$ cat src/rtl/pse_pkg.sv
// ----------------------------------------------------------------------------
// pse_pkg
// Shared types, codes and helpers for the postfix stack evaluator.
// ----------------------------------------------------------------------------
package pse_pkg;

    localparam int STACK_DEPTH_DEF = 64;
    localparam int FRAC_BITS_DEF   = 16;

    localparam logic OPN_PUSH  = 1'b0;
    localparam logic OPN_APPLY = 1'b1;

    localparam logic [7:0] OP_ADD = 8'h2B;
    localparam logic [7:0] OP_SUB = 8'h2D;
    localparam logic [7:0] OP_MUL = 8'h2A;
    localparam logic [7:0] OP_DIV = 8'h2F;

    typedef enum logic [2:0] {
        ST_OK        = 3'd0,
        ST_UNDERFLOW = 3'd1,
        ST_OVERFLOW  = 3'd2,
        ST_DIVZERO   = 3'd3,
        ST_BADOP     = 3'd4
    } status_t;

    typedef struct packed {
        logic               operation;
        logic signed [31:0] number_value;
        logic [7:0]         operator_char;
    } in_item_t;

    typedef struct packed {
        logic signed [31:0] top_value;
        logic               top_valid;
        logic [6:0]         stack_depth;
        logic [2:0]         status;
    } out_item_t;

    typedef struct packed {
        logic load_token;
        logic push_num;
        logic pop;
        logic take_b;
        logic take_a;
        logic exec;
        logic div_step;
        logic write_res;
        logic load_out;
    } ctrl_cmd_t;

    typedef struct packed {
        logic apply_in;
        logic div_go;
        logic div_last;
    } ctrl_sts_t;

    function automatic logic [31:0] mag32(input logic [31:0] v);
        logic [31:0] r;
        r = v[31] ? (~v + 32'd1) : v;
        return r;
    endfunction

    // apply sign to a magnitude, saturate to 32-bit signed
    function automatic logic [31:0] sign_sat(input logic [63:0] mag, input logic neg);
        logic [31:0] r;
        if (neg) begin
            if (mag >= 64'h0000_0000_8000_0000) r = 32'h8000_0000;
            else r = ~mag[31:0] + 32'd1;
        end else begin
            if (mag > 64'h0000_0000_7FFF_FFFF) r = 32'h7FFF_FFFF;
            else r = mag[31:0];
        end
        return r;
    endfunction

    // 33-bit signed sum saturated to 32 bits
    function automatic logic [31:0] sum_sat(input logic [32:0] s);
        logic [31:0] r;
        if (s[32] != s[31]) r = s[32] ? 32'h8000_0000 : 32'h7FFF_FFFF;
        else r = s[31:0];
        return r;
    endfunction

endpackage

$ cat src/rtl/pse_ctrl.sv
// ----------------------------------------------------------------------------
// pse_ctrl
// Sequencer for the evaluator: steps the datapath through pushes, pops,
// arithmetic, divide iterations, result write, top-of-stack read, result hand-off.
// ----------------------------------------------------------------------------
module pse_ctrl (
    input  logic              aclk,
    input  logic              aresetn,
    input  logic              s_valid,
    output logic              s_ready,
    output logic              m_valid,
    input  logic              m_ready,
    input  pse_pkg::ctrl_sts_t sts,
    output pse_pkg::ctrl_cmd_t cmd
);

    typedef enum logic [9:0] {
        S_IDLE    = 10'b00_0000_0001,
        S_PUSH    = 10'b00_0000_0010,
        S_POP_B   = 10'b00_0000_0100,
        S_POP_A   = 10'b00_0000_1000,
        S_TAKE_A  = 10'b00_0001_0000,
        S_EXEC    = 10'b00_0010_0000,
        S_DIV_RUN = 10'b00_0100_0000,
        S_WRITE   = 10'b00_1000_0000,
        S_RD_TOP  = 10'b01_0000_0000,
        S_OUT     = 10'b10_0000_0000
    } state_t;

    state_t state_reg, state_next;
    logic   m_valid_reg, m_valid_next;

    assign s_ready = (state_reg == S_IDLE);
    assign m_valid = m_valid_reg;

    always_comb begin
        state_next = state_reg;
        cmd        = '0;
        case (state_reg)
            S_IDLE: begin
                if (s_valid) begin
                    cmd.load_token = 1'b1;
                    state_next = (sts.apply_in == pse_pkg::OPN_APPLY) ? S_POP_B : S_PUSH;
                end
            end
            S_PUSH: begin
                cmd.push_num = 1'b1;
                state_next = S_RD_TOP;
            end
            S_POP_B: begin
                cmd.pop = 1'b1;
                state_next = S_POP_A;
            end
            S_POP_A: begin
                cmd.take_b = 1'b1;
                cmd.pop    = 1'b1;
                state_next = S_TAKE_A;
            end
            S_TAKE_A: begin
                cmd.take_a = 1'b1;
                state_next = S_EXEC;
            end
            S_EXEC: begin
                cmd.exec = 1'b1;
                state_next = sts.div_go ? S_DIV_RUN : S_WRITE;
            end
            S_DIV_RUN: begin
                cmd.div_step = 1'b1;
                if (sts.div_last) state_next = S_WRITE;
            end
            S_WRITE: begin
                cmd.write_res = 1'b1;
                state_next = S_RD_TOP;
            end
            S_RD_TOP: begin
                state_next = S_OUT;
            end
            S_OUT: begin
                if (!m_valid_reg || m_ready) begin
                    cmd.load_out = 1'b1;
                    state_next = S_IDLE;
                end
            end
            default: begin
                state_next = S_IDLE;
            end
        endcase
    end

    always_comb begin
        m_valid_next = m_valid_reg;
        if (cmd.load_out) m_valid_next = 1'b1;
        else if (m_ready) m_valid_next = 1'b0;
    end

    always_ff @(posedge aclk) begin
        if (!aresetn) begin
            state_reg   <= S_IDLE;
            m_valid_reg <= 1'b0;
        end else begin
            state_reg   <= state_next;
            m_valid_reg <= m_valid_next;
        end
    end

endmodule

$ cat config.mk
export PLATFORM = sky130hd
export DESIGN_NAME = pse_ctrl
export DESIGN_NICKNAME = d
export VERILOG_FILES = /design/src/rtl/pse_pkg.sv /design/src/rtl/pse_ctrl.sv
export SDC_FILE = /design/constraint.sdc
export NUM_CORES = 1
export LEC_CHECK = 0
export CORE_AREA = 5 5 42 44
export DETAILED_ROUTE_END_ITERATION = 8
export DIE_AREA = 0 0 47 49
export DONT_BUFFER_PORTS = 1
export PLACE_DENSITY = 0.63
export SLEW_MARGIN = 10
export SYNTH_ARGS = -nofsm -noshare
export SYNTH_HDL_FRONTEND = slang
export SYNTH_SLANG_ARGS = --single-unit
$ cat constraint.sdc
create_clock -name aclk -period 1.8 [get_ports aclk]
set_input_delay 0.36 -clock aclk [delete_from_list [all_inputs] [get_ports aclk]]
set_output_delay 0.36 -clock aclk [all_outputs]
set_load 0.05 [all_outputs]
==> summary.md <==
| Metric | Value |
|---|---|
| Outcome | `complete, but fails checks` |
| Failing checks | `negative setup slack` |
| DR pass1 iterations | `4` |
| CTS Buf Count | `3` |
| Dpl cells | `98` |
| Crit-path slowest cell | `dfxtp_2` |
| Setup Crit Path Kind | `reg2out` |
| Die ar. | `2300 sq um` |
| Avg Inst Size Synth | `8.96 sq um` |
| Warnings, synthesis | `0` |
| Worst reg2reg path depth | `7` |
| Floorplan row count | `14` |
| Post-Syn Instances | `69` |
| CTS clk-pin slew, worst paths | `0.08 ns` |
| Final hold vios | `0` |
| Drt initial violations | `5` |
| Worst Skew | `0.00708 ns` |
| Switch share | `30.5%` |
| Vias after detailed routing | `664` |
| Flop pwr share | `43.4%` |
| Final core utilization | `74.1%` |
| Clock power frac | `28.4%` |
| Worst-case clock buffer depth | `2` |
| CP cell instances | `nor4_4 -> buf_4 -> and4b_2 -> and2_4` |
| CTS HTree Levels | `1` |
| Buf/Inv on CP | `1` |
| Largest net degree at the start of global routing | `8` |
| Number of stages on the worst setup path | `4` |
| Root buffer cell | `clkbuf_4` |
| Worst slew pin tran | `0.336 ns` |
| Gr ovfl total | `0` |
| PortBufs | `0` |
| DRC viols | `0` |
| Leak | `0.396 nW` |
| Worst reg2reg setup slack | `0.13 ns` |
| Synth Register Bits | `11` |
| Final worst path period share | `107%` |
| Pins Over Slew Limit | `0` |
| Commonest non-fill, non-tap cell in the layout | `buf_4` |
| Internal Power | `0.415 mW` |
| Wirelength, routed | `1760 microns` |
| GRT met2 Usage | `27.6%` |
| Vias in the first global route | `645` |
| Die Height | `49 microns` |
| GRT Total Usage | `16.9%` |
| Worst Path Max Fanout | `6` |
| GRT busiest layer | `met2` |
| Psw | `0.182 mW` |
| Count of cell types in the netlist | `29` |
| Register area share after synthesis | `35.6%` |
| Synthesized cell area | `618 sq um` |
| PwrDens | `574 nW/um^2` |
| Peak VDD IR | `0.522 mV` |
| Starting Density | `44.1%` |
| Setup_tns | `-0.709 ns` |
| Fillers | `95` |
| Via density | `5.88` |
| Critical path required time | `1.44 ns` |
| Initial antenna violation count | `0` |
| WHS | `0.141 ns` |
| Tot Pwr | `0.596 mW` |
| Largest register FFs | `10` |
| Final Critical Period | `1.93 ns` |
| Met3 GRT Util | `3.32%` |
| DP Area | `795 sq um` |
| Worst EP arrival | `1.57 ns` |
| Average wire per standard cell | `15.6 microns` |
| Max incr delay on CP | `0.35 ns` |
| Logic gate share of total power | `28.2%` |
| Ant. Diodes | `0` |
| Final nets | `105` |
| Layout cell share with drive strength beyond 1 | `58.8%` |
| Met1 Use GR | `20.4%` |
| Fmax | `0.518 GHz` |
| Maxcap violations | `0` |
| Clock Sink Count | `11` |
| HPWL after detailed placement | `1130 microns` |
| Mapped Nets | `76` |
| Tightest Hold Check Type | `in2reg` |
| RSZ-0062 raised after global routing | `true` |
| Post-route cell area | `1040 sq um` |
| Latest clock arrival within the worst-skew pair | `0.27 ns` |
| Pre-CTS setup slack | `0.0697 ns` |
| CP top delay family | `simple AND/OR/NAND/NOR gates` |
| Leading cell types in the layout, fill and taps excluded | `16 x buf_4, 6 x nor2b_1, 6 x buf_6, 5 x dfxtp_2` |
| First-pass GRT wire length | `2860 microns` |
| Worst hold path depth | `1` |
| Final setup fails | `8` |
| Area grow syn2layout | `68.0%` |
| Final Non-Filler Cells | `113` |
| Post-route ant nets | `0` |
| Setup WS post-layout | `-0.132 ns` |
| Crit path launch type | `flop` |
| Max_slew headroom | `77.6%` |
| DIE WIDTH | `47 microns` |
| I/O Pins | `18` |
| Nature of the critical path endpoint | `output port` |
| CTS tree | `built` |
| Floorplan Core Area | `1400 sq um` |
| Placer Congestion | `0.886` |
==> worst paths after layout <==
path                             start                         to
max          state_reg[5]$_SDFFE_PN0P_                     cmd[8]
min                             sts[2]  state_reg[1]$_SDFFE_PN0P_
max reg2reg  state_reg[6]$_SDFFE_PN0P_  state_reg[0]$_SDFFE_PN1P_
min reg2reg  state_reg[2]$_SDFFE_PN0P_  state_reg[3]$_SDFFE_PN0P_
==> layout make-up <==
type,instances,area [sq um],share of cell area (%)
clock buffer,4,26.3,2.53
inverter,2,7.51,0.723
multi-input combinational,54,483,46.5
sequential,11,234,22.5
tap,16,20.0,1.93
timing repair buffer,26,268,25.8
==> worst reg2reg max path, stage by stage, from the launching register on <==
cell	delay, ns
dfxtp_2	0.41
nor4_4	0.05
buf_4	0.15
and4b_2	0.26
buf_4	0.13
buf_4	0.12
o21bai_1	0.16
o41ai_2	0.30
==> per-layer routing <==
metal / vias to the layer above / share of wire (%) / wire length (microns)
met4: 0 / 2.4 / 43
met3: 6 / 4.2 / 74
met5: - / 0 / 0
li1: 312 / - / -
met2: 23 / 54 / 953
met1: 323 / 39 / 692
==> synth_stat cells (all sizes together) <==
| cell type | instances | area [sq um] |
|---|---|---|
| a21oi | 4 | 20.0 |
| a31oi | 1 | 6.26 |
| and2 | 2 | 15.0 |
| and3 | 3 | 18.8 |
| and4 | 1 | 8.76 |
| and4b | 2 | 20.0 |
| buf | 2 | 12.5 |
| dfxtp | 11 | 220 |
| inv | 2 | 7.51 |
| nand2 | 3 | 11.3 |
| nand2b | 2 | 12.5 |
| nand3 | 3 | 15.0 |
| nand4b | 1 | 8.76 |
| nor2 | 7 | 26.3 |
| nor2b | 6 | 37.5 |
| nor3 | 4 | 20.0 |
| nor3b | 3 | 27.5 |
| nor4 | 4 | 55.1 |
| nor4b | 2 | 17.5 |
| o211ai | 1 | 12.5 |
| o21bai | 1 | 7.51 |
| o22ai | 1 | 6.26 |
| o41ai | 1 | 16.3 |
| or2 | 1 | 6.26 |
| xnor2 | 1 | 8.76 |
==> repair_timing <==
| action | 4_1_cts | 5_1_grt |
|---|---|---|
| buffers inserted | 7 | 4 |
| pin swaps | 8 | 6 |
| hold buffers | 0 | 0 |
| gates resized for setup | 20 | 16 |
| endpoints found under the setup margin | 10 | 10 |
==> cells by family (layout without fill, tap and decap cells) <==
| family | count (synthesis) | after routing | share of synthesized area [%] |
|---|---|---|---|
| xor gates and xnor gates | 1 | 1 | 1.42 |
| DFF | 11 | 11 | 35.6 |
| and+or+nand+nor | 44 | 44 | 48.6 |
| buffers and inverters | 4 | 32 | 3.24 |
| AOI/OAI and AO/OA | 9 | 9 | 11.1 |
==> power groups by stage <==
| stage | Clock (mW) | Combinational [mW] | Sequential [mW] |
|---|---|---|---|
| 3_3_place_gp | 0 | 0.117 | 0.263 |
| 3_5_place_dp | 0 | 0.117 | 0.263 |
| 4_1_cts | 0.170 | 0.140 | 0.257 |
| 2_1_floorplan | 0 | 0.0879 | 0.262 |
| 5_1_grt | 0.187 | 0.178 | 0.260 |
| 6_report | 0.170 | 0.168 | 0.259 |
Power figures use the tool's default switching activity.
